<file path="config.mk">
export PLATFORM = sky130hd
export DESIGN_NAME = rsc_square
export DESIGN_NICKNAME = d
export VERILOG_FILES = /design/src/hdl/rsc_square.sv
export SDC_FILE = /design/constraint.sdc
export NUM_CORES = 2
export LEC_CHECK = 0
export BUFFER_PORTS_ARGS = -buffer_cell sky130_fd_sc_hd__clkbuf_2
export CAP_MARGIN = 25
export CORE_UTILIZATION = 45
export DETAILED_ROUTE_END_ITERATION = 10
export SYNTH_ARGS = -nofsm -noshare
export SYNTH_HDL_FRONTEND = slang
export SYNTH_SLANG_ARGS = --single-unit
export TNS_END_PERCENT = 5
</file>
<file path="constraint.sdc">
create_clock -name clk -period 7.94 [get_ports clk]
set_input_delay 0.397 -clock clk [delete_from_list [all_inputs] [get_ports clk]]
set_output_delay 0.397 -clock clk [all_outputs]
set_load 0.03 [all_outputs]
</file>
<file path="src/hdl/rsc_square.sv">
module rsc_square #(
	parameter int WIDTH = 32
) (
	input  logic               clk,
	input  logic               en,
	input  logic [WIDTH-1:0]   mag,
	output logic [2*WIDTH-1:0] square
);
	localparam int LO_W = (WIDTH + 1) / 2;
	localparam int HI_W = WIDTH - LO_W;

	logic [HI_W-1:0]   mag_hi;
	logic [LO_W-1:0]   mag_lo;
	logic [2*HI_W-1:0] hh_s1;
	logic [WIDTH-1:0]  hl_s1;
	logic [2*LO_W-1:0] ll_s1;
	logic [2*WIDTH-1:0] square_s2;

	assign mag_hi = mag[WIDTH-1:LO_W];
	assign mag_lo = mag[LO_W-1:0];

	// The square is split into three registered half-width products, whose sum is registered in square_s2.
	always_ff @(posedge clk) begin
		if (en) begin
			hh_s1     <= (2*HI_W)'(mag_hi) * (2*HI_W)'(mag_hi);
			hl_s1     <= WIDTH'(mag_hi) * WIDTH'(mag_lo);
			ll_s1     <= (2*LO_W)'(mag_lo) * (2*LO_W)'(mag_lo);
			square_s2 <= ((2*WIDTH)'(hh_s1) << (2*LO_W))
				+ ((2*WIDTH)'(hl_s1) << (LO_W + 1))
				+ (2*WIDTH)'(ll_s1);
		end
	end

	assign square = square_s2;

endmodule

</file>
Word level (Yosys, flattened, before mapping)
Cells that the tools add are included.

Register bits: 160. Output and inout bits: 64. Logic and storage cells: 9.

$add $sub $neg: 2. Multipliers: 3.

Operators by type and width (number): $mul A16 B16 Y32 (3); $add A64 B32 Y64 (1); $add A64 B49 Y64 (1).

Logic depth before layout (Yosys ltp)
Depth after elaboration: 2. Depth in mapped cells: 26.

Least setup slack after synthesis
OpenSTA, ideal clock, no wires.

Kind: input to register. From: in mag[26]. To: reg hl_s1[29], data pin. Arrival time: 6294 ps. Data required time: 7678 ps. Setup slack: 1384 ps. Stages on the path: 22. Path buffers: 2. Cells stage by stage: clkbuf_1 clkbuf_1 nand2_1 fa_1 fa_1 fa_1 fa_1 inv_1 fa_1 inv_1 fa_1 inv_1 ha_1 a21o_1 a221oi_2 o31ai_2 a211o_1 a2111o_1 a31o_1 a21oi_2 o21bai_1 xor2_1.

Longest elaborated chain between the ends: 1.

RTL lines: from (decl) (RTL line 6) `input logic [WIDTH-1:0] mag,`; $mul A16 B16 Y32 (RTL line 26) `hl_s1 <= WIDTH'(mag_hi) * WIDTH'(mag_lo);`; to (signal assigned) (RTL line 26); to (decl) (RTL line 15) `logic [WIDTH-1:0] hl_s1;`.

No other way between the ends. A chain may end at the register's enable or synchronous reset.

Worst setup path in the final report
From: in mag[22]. To: reg hl_s1[29], data pin.

Same word-level chain as after synthesis.

==> flow_summary.ini <==
[synth]
yosysSeqAreaShare_pct = 16.1
yosys_warnings = 0
synth.most_common_cell = inv_1
synth_area_leaders = fa_1 (36%), edfxtp_1 (16%), ha_1 (14%)
synth_simple_gate_area_share_pct = 12.1
syn_area_mm2 = 0.0294
synth_largest_area_cell = fa_1
yosysTopAreaCellShare_pct = 35.5
synth_compound_area_share_pct = 6.92
ys.flop_type = edfxtp_1
synth_edf_count = 157
synth_mux_area_share_pct = 0.115
synth_top_family_by_area = adder cells
ys_types = 63
netlist_instances = 3058
synth_common_cells = inv_1 (735), fa_1 (521), nand2_1 (340)
synth_fa_ha_area_share_pct = 49.8
synthXorXnorAreaFrac_pct = 4.18
synthesis.nets = 3949
synth-async-reset-ratio_pct = 0
synth-seq-cells = 157
avgSynthCellArea_um2 = 9.60

[min_path]
min-delay-start = en
hp-class = in2reg
holdPathEnd = hh_s1[29]
holdPathStages = 1

[placement]
io_buffer_count = 96
dpl.hpwl_mm = 58.8
post-place-ws_ns = 0.963
dp_cells = 3943
gp_congestion = 0.890

[layout]
nNetsFinal = 3998
layout.cells.non_filler = 3977
area_growth_pct = 7.04
finish.utilization_pct = 48.7
final_layout_size_suffix_gt1_share_pct = 6.25
nFillCells = 5975

[timing]
min_period_ns = 6.52
grt_setup_unrepaired = no
fin_tns_setup_ns = 0
report.final.slew_viol_count = 0
final_hold_viol_count = 0
layout_setup_ws_ns = 1.42
post-route-period-util_pct = 82.1
tightest_slew_ns = 0.916
slew_headroom_pct = 38.9
clock_skew_ns = 0.0231
setup_viol = 0
fmax_mhz = 153

[clock_network]
cts_tree = yes
postCtsHoldBufs = 0
numClockSinks = 157
htreeDepth = 4
insertion_delay_ns = 0.50
cts-resized-gates = 0
postCtsSetupBuffers = 0
max-clock-path-buffers = 2
cts_buffers = 17
path_clk_slew_ns = 0.08
cts_root_buf = clkbuf_16

[drt]
drtIter0Drc = 1071
wl_per_cell_um = 18.3
ant_nets = 0
vias_per_cell = 5.14
num_vias = 20432
drt_pass1_iterations = 5
drc_errors = 0
routed_wl_mm = 72.8

[outcome]
status = finished clean

[floorplan]
core-area_mm2 = 0.0645
die_w_um = 257
die-area_mm2 = 0.0663
initial_core_util_pct = 45.5
rows = 93
die_y_um = 257
pin_count = 98

[critical_path]
r2r_cells = 12
cp-end-kind = flip-flop
rr_endpoint = square[59]
r2r_slack_ns = 3.85
path_class = in2reg
cp_max_fo = 23
startpoint = mag[22]
required_ns = 8.18
worst_r2r_startpoint = hl_s1[0]
worstPathArrival_ns = 6.76
start_kind = primary input

[flow_run]
cap_violations = 0

[global_route]
grt_overflow = 0
grt_pass1_wl_mm = 119
grt_pass1_vias = 22334
grt_max_degree = 61
grt_use_total_pct = 23.2
antenna_found_initial = 1
-- worst max-delay path, stage by stage --
cell	delay, ns
clkbuf_2	0.39
and2_1	0.35
fa_1	0.53
inv_1	0.05
fa_1	0.40
fa_1	0.52
fa_1	0.54
inv_1	0.05
fa_1	0.47
inv_1	0.05
fa_1	0.52
inv_1	0.06
ha_1	0.33
a21o_1	0.18
a221oi_2	0.30
o31ai_2	0.15
a211o_1	0.35
a2111o_1	0.45
a31o_1	0.23
a21oi_2	0.18
o21bai_1	0.09
xor2_1	0.15
-- registers in the layout, indices dropped and copies added (netlist names) --
register	flops
hl_s1	32
hh_s1	31
square	63
ll_s1	31
-- worst max path at each step --
stage,end,slack (ns),cells past startpoint
final,hl_s1[29],1.42,22
after global routing,hh_s1[28],1.18,24
after CTS,hl_s1[29],1.48,22
after detailed placement,hl_s1[29],0.96,22
after global placement,hl_s1[29],1.05,21
after floorplan,hl_s1[29],1.38,22
-- stage by stage --
step	hold slack, ns	area (um2)
floorplan	0.400	29400
global placement	0.402	30800
detailed placement	0.406	30800
CTS	0.370	31400
global route	0.402	31400
finish	0.390	31400
-- placed cells by master, fill, tap and decap left out, types with 5 or more instances in the layout --
| cell | netlist | layout |
|---|---|---|
| clkbuf_2 | 0 | 95 |
| a21o_1 | 51 | 51 |
| fa_1 | 521 | 521 |
| o31ai_1 | 5 | 5 |
| xor2_1 | 38 | 38 |
| a31oi_1 | 9 | 9 |
| and4_1 | 5 | 5 |
| buf_4 | 1 | 39 |
| xnor2_1 | 102 | 102 |
| inv_1 | 735 | 735 |
| edfxtp_1 | 157 | 157 |
| o21ai_1 | 13 | 13 |
| nor2b_1 | 14 | 14 |
| inv_8 | 0 | 5 |
| clkinv_8 | 0 | 6 |
| a211oi_1 | 10 | 10 |
| nand2_1 | 340 | 340 |
| and2_1 | 183 | 183 |
| nand2b_1 | 16 | 16 |
| nor3_1 | 10 | 10 |
| and3_1 | 12 | 12 |
| ha_1 | 336 | 336 |
| nand4_1 | 14 | 14 |
| or2_2 | 5 | 5 |
| o21bai_1 | 14 | 14 |
| a21oi_1 | 98 | 98 |
| o211ai_1 | 6 | 6 |
| clkbuf_16 | 0 | 17 |
| o21a_1 | 14 | 14 |
| o21ai_0 | 43 | 43 |
| nor2_1 | 122 | 122 |
| nand3_1 | 22 | 22 |
-- area by class of cell --
cell class | count | area, um2 | area share, %
multi-input combinational | 2058 | 21500 | 68.3
timing repair buffer | 135 | 779 | 2.48
antenna | 2 | 5.00 | 0.0159
sequential | 157 | 4710 | 15.0
tap | 855 | 1070 | 3.40
clock buffer | 17 | 425 | 1.35
inverter | 738 | 2770 | 8.82
clock inverter | 15 | 189 | 0.601
-- metal layers --
layer / up-vias / track usage (%) / routed length, um
met1: 10376 / 30.2 / 31500
met4: 2 / 7.20 / 1860
met5: - / 0 / 13
li1: 9484 / - / -
met3: 96 / 2.41 / 2570
met2: 474 / 40.7 / 36800
-- kinds of logic after synthesis --
logic type | Yosys count
fa+ha+maj | 857
flops | 157
mux | 3
compound gates | 304
buf+inv | 843
xor+xnor | 140
simple gates | 753
other cells | 1
Power is not shown: default switching activity piles up to over one toggle a cycle in this logic, so the estimate is an artifact.
