===== src/hdl/rsc_pkg.sv =====
package rsc_pkg;

	// Item kinds on the input channel.
	localparam logic [1:0] KIND_LOAD    = 2'd0;
	localparam logic [1:0] KIND_QUERY   = 2'd1;
	localparam logic [1:0] KIND_RESTART = 2'd2;

	// Region shapes held in each table entry.
	localparam logic [1:0] GEOM_BOX    = 2'd0;
	localparam logic [1:0] GEOM_SPHERE = 2'd1;
	localparam logic [1:0] GEOM_POINT  = 2'd2;
	localparam logic [1:0] GEOM_NONE   = 2'd3;

	localparam int VALUE_W   = 32;
	localparam int COUNT_W   = 5;
	localparam int WIN_OUT_W = 4;

	// Control part of a request as it moves along the chain.
	typedef struct packed {
		logic       valid;
		logic       load;
		logic       query;
		logic       interior;
		logic [1:0] geometry;
	} item_ctl_t;

	// Running result of a query, trailing the query along the chain.
	typedef struct packed {
		logic               valid;
		logic               interior;
		logic [VALUE_W-1:0] density;
		logic [VALUE_W-1:0] energy;
	} result_t;

endpackage


===== src/hdl/rsc_output.sv =====
module rsc_output #(
	parameter int MAX_STATES = 16
) (
	input  logic                          clk,
	input  logic                          arst_n,
	input  rsc_pkg::result_t              res_in,
	input  logic [$clog2(MAX_STATES)-1:0] win_in,
	output logic                          advance,
	output logic                          out_valid,
	input  logic                          out_ready,
	output logic signed [31:0]            cell_density,
	output logic signed [31:0]            cell_energy,
	output logic signed [31:0]            energy_density_product,
	output logic                          product_valid,
	output logic [3:0]                    winning_state,
	output logic                          product_saturated
);
	import rsc_pkg::*;

	localparam int IDX_W = $clog2(MAX_STATES);

	logic                      prod_valid_s1;
	logic signed [63:0]        prod_s1;
	logic                      interior_s1;
	logic [VALUE_W-1:0]        density_s1;
	logic [VALUE_W-1:0]        energy_s1;
	logic [IDX_W-1:0]          win_s1;

	logic signed [47:0]        scaled;
	logic                      sat_hi;
	logic                      sat_lo;
	logic [VALUE_W-1:0]        clipped;
	logic [IDX_W+WIN_OUT_W-1:0] win_wide;

	logic                      out_valid_q;
	logic [VALUE_W-1:0]        density_q;
	logic [VALUE_W-1:0]        energy_q;
	logic [VALUE_W-1:0]        product_q;
	logic                      product_valid_q;
	logic [WIN_OUT_W-1:0]      win_q;
	logic                      sat_q;

	// The chain only holds still when a finished result is blocked behind a full output register.
	assign advance = !prod_valid_s1 || !out_valid_q || out_ready;

	always_ff @(posedge clk or negedge arst_n) begin
		if (!arst_n) begin
			prod_valid_s1 <= 1'b0;
			out_valid_q   <= 1'b0;
		end else begin
			if (advance) begin
				prod_valid_s1 <= res_in.valid;
			end
			if (advance && prod_valid_s1) begin
				out_valid_q <= 1'b1;
			end else if (out_ready) begin
				out_valid_q <= 1'b0;
			end
		end
	end

	always_ff @(posedge clk) begin
		if (advance) begin
			prod_s1     <= $signed(res_in.density) * $signed(res_in.energy);
			interior_s1 <= res_in.interior;
			density_s1  <= res_in.density;
			energy_s1   <= res_in.energy;
			win_s1      <= win_in;
		end
	end

	// Dropping the low 16 bits of a two's complement product rounds toward minus infinity.
	always_comb begin
		scaled   = prod_s1[63:16];
		sat_hi   = !scaled[47] && (scaled[46:31] != '0);
		sat_lo   = scaled[47] && (scaled[46:31] != '1);
		if (sat_hi) begin
			clipped = 32'h7fff_ffff;
		end else if (sat_lo) begin
			clipped = 32'h8000_0000;
		end else begin
			clipped = scaled[31:0];
		end
		win_wide = {{WIN_OUT_W{1'b0}}, win_s1};
	end

	always_ff @(posedge clk) begin
		if (advance && prod_valid_s1) begin
			density_q       <= density_s1;
			energy_q        <= energy_s1;
			product_q       <= interior_s1 ? clipped : '0;
			product_valid_q <= interior_s1;
			win_q           <= win_wide[WIN_OUT_W-1:0];
			sat_q           <= interior_s1 && (sat_hi || sat_lo);
		end
	end

	assign out_valid              = out_valid_q;
	assign cell_density           = density_q;
	assign cell_energy            = energy_q;
	assign energy_density_product = product_q;
	assign product_valid          = product_valid_q;
	assign winning_state          = win_q;
	assign product_saturated      = sat_q;

endmodule


===== config.mk =====
export PLATFORM = sky130hd
export DESIGN_NAME = rsc_output
export DESIGN_NICKNAME = d
export VERILOG_FILES = /design/src/hdl/rsc_pkg.sv /design/src/hdl/rsc_output.sv
export SDC_FILE = /design/constraint.sdc
export NUM_CORES = 2
export LEC_CHECK = 0
export ABC_AREA = 1
export BUFFER_PORTS_ARGS = -buffer_cell sky130_fd_sc_hd__buf_2
export CAP_MARGIN = 25
export CORE_MARGIN = 10
export CORE_UTILIZATION = 23
export DETAILED_ROUTE_END_ITERATION = 10
export GPL_ROUTABILITY_DRIVEN = 0
export PLACE_DENSITY_LB_ADDON = 0.08
export RECOVER_POWER = 100
export SYNTH_ARGS = -nofsm -noshare
export SYNTH_HDL_FRONTEND = slang
export SYNTH_SLANG_ARGS = --single-unit

===== constraint.sdc =====
create_clock -name clk -period 13.2 [get_ports clk]
set_input_delay 2.64 -clock clk [delete_from_list [all_inputs] [get_ports clk]]
set_output_delay 2.64 -clock clk [all_outputs]
set_load 0.01 [all_outputs]

# Yosys cells after proc, flatten, opt, wreduce, memory -nomap -nowiden
# Index checks and enable logic that the tools add are counted.
[totals]
ff_bits = 237
word_cells = 34
output_inout_bits = 104
[classes]
bitwise_logic = 1
n_reduce_logical = 13
eq_ne = 1
n_mul = 1
mux = 4
[op_table]
columns = ["operator", "count"]
rows = [
  ["$mul A32 B32 Y64", 1],
  ["$mux W32", 1],
  ["$mux W31", 1],
  ["$ne A16 B16 Y1 const B", 1],
  ["$reduce_bool A16 Y1", 1],
  ["$logic_and A1 B1 Y1", 4],
  ["$logic_not A1 Y1", 3],
  ["$logic_or A1 B1 Y1", 3],
  ["$mux W1", 2],
  ["$reduce_bool A2 Y1", 1],
  ["$reduce_or A2 Y1", 1],
  ["$not A1 Y1", 1],
]

# Depth between registers and ports, before layout
[depth]
depth_word = 5
depth_mapped = 32
mapped_depth_nobuf = 31

# Worst setup path after synthesis
# OpenSTA, ideal clock, no wires.
[synth_timing]
path_kind = "input to register"
start = "input res_in[63] (netlist name)"
end = "register prod_s1[55] (data pin)"
setup_ns = 0.252
t_arrival_ns = 9.212
cell_stages = 27
slack_ns = 3.736
path_buffers = 1
cell_sequence = "clkbuf_1 nand2_1 inv_1 fa_1 inv_1 fa_1 inv_1 fa_1 fa_1 inv_1 fa_1 inv_1 fa_1 inv_1 fa_1 fa_1 inv_1 ha_1 nand2_1 nor2_1 inv_1 nor2_2 nand2_1 nor4_1 nand2_1 nand3_1 nand2_1"
[synth_via]
elab_chain_len = 1
[synth_lines]
columns = ["element", "line_no", "source"]
rows = [
  ["start, declared", "rsc_output.sv:6", "input rsc_pkg::result_t res_in,"],
  ["$mul A32 B32 Y64", "rsc_output.sv:64", "prod_s1 <= $signed(res_in.density) * $signed(res_in.energy);"],
  ["end signal, assigned", "rsc_output.sv:64", ""],
  ["end, declared", "rsc_output.sv:23", "logic signed [63:0] prod_s1;"],
]
# No other way between the ends.
# A chain may end at the register's enable or synchronous reset.

# Final worst setup path
[layout_timing]
start = "input res_in[51] (netlist name)"
end = "register prod_s1[27] (data pin)"
# The elaborated chain is that of the path after synthesis.

==> flow_metrics.env <==
export IMPL_top_layer_used="met4"
export IMPL_worst_pin_slew_ns=3.22
export IMPL_synth_avg_cell_area_um2=8.63
export IMPL_final_nets=6672
export IMPL_cp_end_kind="register"
export IMPL_setup_violations=0
export IMPL_h_tree_depth=2
export IMPL_clock_sinks=221
export IMPL_tritoncts="yes"
export IMPL_fin_skew_ns=0.0169
export IMPL_antenna_found_initial=5
export IMPL_grt_max_degree=47
export IMPL_dr_total_vias=32076
export IMPL_tns_ns=0
export IMPL_syn_nets=6587
export IMPL_drive_above_1_share_pct=2.86
export IMPL_initial_core_util_pct=23.2
export IMPL_drv_slew=1292
export IMPL_fin_crit_sh_pct=86.8
export IMPL_fmax_mhz=87.3
export IMPL_cp_cell_sequence="buf_2 -> clkbuf_1 -> nand2_1 -> fa_1 -> fa_1 -> fa_1 -> fa_1 -> inv_1 -> fa_1 -> fa_1 -> fa_1 -> fa_1 -> ha_1 -> nand2_1 -> nor2_1 -> nand2_1 -> nor4_1 -> nand2_1 -> nand2_1 -> xor2_1"
export IMPL_clock_latency_ns=0.64
export IMPL_drtAntennaViolNets=0
export IMPL_hpwlAfterDp_um=136000
export IMPL_cp_data_arrival_time_ns=11.83
export IMPL_synth_seq_area_share_pct=14.6
export IMPL_die_h_um=464
export IMPL_initialDrtViolationCount=1594
export IMPL_synth_distinct_cells=31
export IMPL_cts_hold_buffers=0
export IMPL_io_pins=177
export IMPL_route_met3_wl_um=5420
export IMPL_mostFrequentLayoutCells="inv_1 (1644), nand2_1 (1420), fa_1 (1081), edfxtp_1 (219), nor2_1 (217)"
export IMPL_netlist_instances=5253
export IMPL_drt_wirelength_per_cell_um=20.9
export IMPL_cp_max_fo=33
export IMPL_overflow=0
export IMPL_clkTransAtPathRegs_ns=0.06
export IMPL_cp_top_family="adder cells"
export IMPL_port_buffer_count=176
export IMPL_grt_pass1_vias=36942
export IMPL_wl_met1_um=76100
export IMPL_maxSlewHeadroom_pct=-115
export IMPL_post_cts_resized=0
export IMPL_worstSetupPathType="in2reg"
export IMPL_n_fill_cell=21576
export IMPL_cts_buffers=35
export IMPL_crit_top_cell="fa_1"
export IMPL_drtPass1Iterations=5
export IMPL_grt_pass1_wl_um=252000
export IMPL_cp_slowest_cell="clkbuf_1"
export IMPL_finalHoldViolCount=0
export IMPL_cts_setup_buffers=0
export IMPL_hold_class="reg2reg"
export IMPL_clockBufferDepth=3
export IMPL_die_x_um=464
export IMPL_critical_path_startpoint_type="input pin"
export IMPL_rsz0062_at_grt="false"
export IMPL_wl_met2_um=81400
export IMPL_critical_path_max_stage_delay_ns=2.18
export IMPL_status="finished, violations left"
export IMPL_violations="capacitance limit, slew limit"
export IMPL_final_common_cell="inv_1"
export IMPL_die_area_mm2=0.215
export IMPL_area_delta_synth_final_pct=10.5
export IMPL_cp_buffers_inverters=3
export IMPL_grt_usage_pct=15.8
export IMPL_period_needed_ns=11.45
export IMPL_drt_total_wl_um=167000
export IMPL_synth_area_mm2=0.0453
export IMPL_maxCapViolations=44
export IMPL_fp_coreArea_mm2=0.195
export IMPL_vias_per_cell=4.02
export IMPL_route_detailed_drc=0
export IMPL_worst_ep_required_time_ns=13.58
export IMPL_yosys_warnings=0
export IMPL_ys_ff_latch=221
export IMPL_row_count=162
export IMPL_clk_root_buffer_cell="clkbuf_16"
[per-stage QoR]
stage / utilization, % / cell area, um^2 / setup WS [ns] / std cells / hold slack [ns]
finish: 25.6 / 50100 / 1.75 / 7984 / 0.412
global route: 25.6 / 50100 / 1.45 / 7983 / 0.422
CTS: 25.8 / 50400 / 3.04 / 7981 / 0.412
detailed placement: 25.2 / 49300 / 2.30 / 7924 / 0.405
global placement: 25.2 / 49300 / 2.33 / 7922 / 0.401
floorplan: - / 45300 / 3.74 / 5253 / 0.400
[synth_stat cells]
| master | count | area share (%) |
|---|---|---|
| inv_1 | 1645 | 14 |
| nand2_1 | 1418 | 12 |
| fa_1 | 1081 | 48 |
| edfxtp_1 | 219 | 15 |
| nor2_1 | 215 | 1.8 |
| clkbuf_1 | 195 | 1.6 |
| ha_1 | 180 | 5.0 |
| a21oi_1 | 84 | 0.93 |
| nand3_1 | 53 | 0.59 |
| o21ai_0 | 39 | 0.43 |
| xor2_1 | 24 | 0.46 |
| nand4_1 | 16 | 0.22 |
| nor2_2 | 14 | 0.19 |
| o21bai_1 | 11 | 0.18 |
| xnor2_1 | 10 | 0.19 |
| inv_2 | 7 | 0.058 |
| or2_2 | 7 | 0.097 |
| nor3_1 | 5 | 0.055 |
| nor4_1 | 5 | 0.069 |
| nor4_2 | 5 | 0.14 |
| nand2_2 | 4 | 0.055 |
| buf_2 | 3 | 0.033 |
| o21ai_1 | 3 | 0.033 |
| dfrtp_1 | 2 | 0.11 |
| nor3_2 | 2 | 0.044 |
| a21boi_1 | 1 | 0.017 |
| clkinv_1 | 1 | 0.0083 |
| nand3b_1 | 1 | 0.017 |
| o21a_1 | 1 | 0.017 |
| o31ai_1 | 1 | 0.017 |
| o41ai_1 | 1 | 0.019 |
[sequential cells by signal (all words and copies together), names as in the netlist]
| signal | flops |
|---|---|
| cell_density | 32 |
| cell_energy | 32 |
| density_s1 | 32 |
| energy_density_product | 32 |
| energy_s1 | 32 |
| interior_s1 | 1 |
| out_valid | 1 |
| prod_s1 | 48 |
| prod_valid_s1 | 1 |
| product_saturated | 1 |
| product_valid | 1 |
| win_s1 | 4 |
| winning_state | 4 |
[final timing paths]
path / to / cells after the start / from / slack, ns
hold / removal: cell_energy[17] / 0 / energy_s1[17] / 0.41
min in group asynchronous: out_valid / 1 / arst_n / 1.79
hold reg to reg: cell_energy[17] / 0 / energy_s1[17] / 0.41
setup reg to reg: prod_s1[28] / 3 / out_valid / 7.18
max in group asynchronous: prod_valid_s1 / 1 / arst_n / 11.28
setup / recovery: prod_s1[27] / 20 / res_in[51] / 1.75
[kinds of logic (layout without fill, tap and decap cells)]
family,after synthesis,in the layout,share of synthesized area [%]
adder cells (fa/ha/maj),1261,1261,52.7
buffers and inverters,1851,1956,15.3
AND/OR/NAND/NOR,1745,1745,15.0
XOR/XNOR,34,34,0.657
other,0,2,0
flip-flops,221,221,14.6
AO/OA/AOI/OAI,141,141,1.64
[area by class of cell]
cell class | count | area (um^2) | area share [%]
clock buffers | 38 | 887 | 1.77
repair buffers | 246 | 1150 | 2.30
well taps | 2624 | 3280 | 6.56
clock inverters | 19 | 214 | 0.427
flip-flops and latches | 221 | 6630 | 13.2
inverters | 1653 | 6200 | 12.4
multi-input cells | 3181 | 31700 | 63.3
diodes | 2 | 5.00 | 0.0100
[per-layer routing]
metal / GRT usage (%) / up-vias
met3: 1.67 / 135
met4: 3.75 / 0
met5: 0 / -
met2: 27.4 / 570
met1: 21.0 / 16571
li1: - / 14800
Power is left out: the tool's default activity adds up to more than one toggle a clock period on the data nets, which glitch-free logic cannot reach.
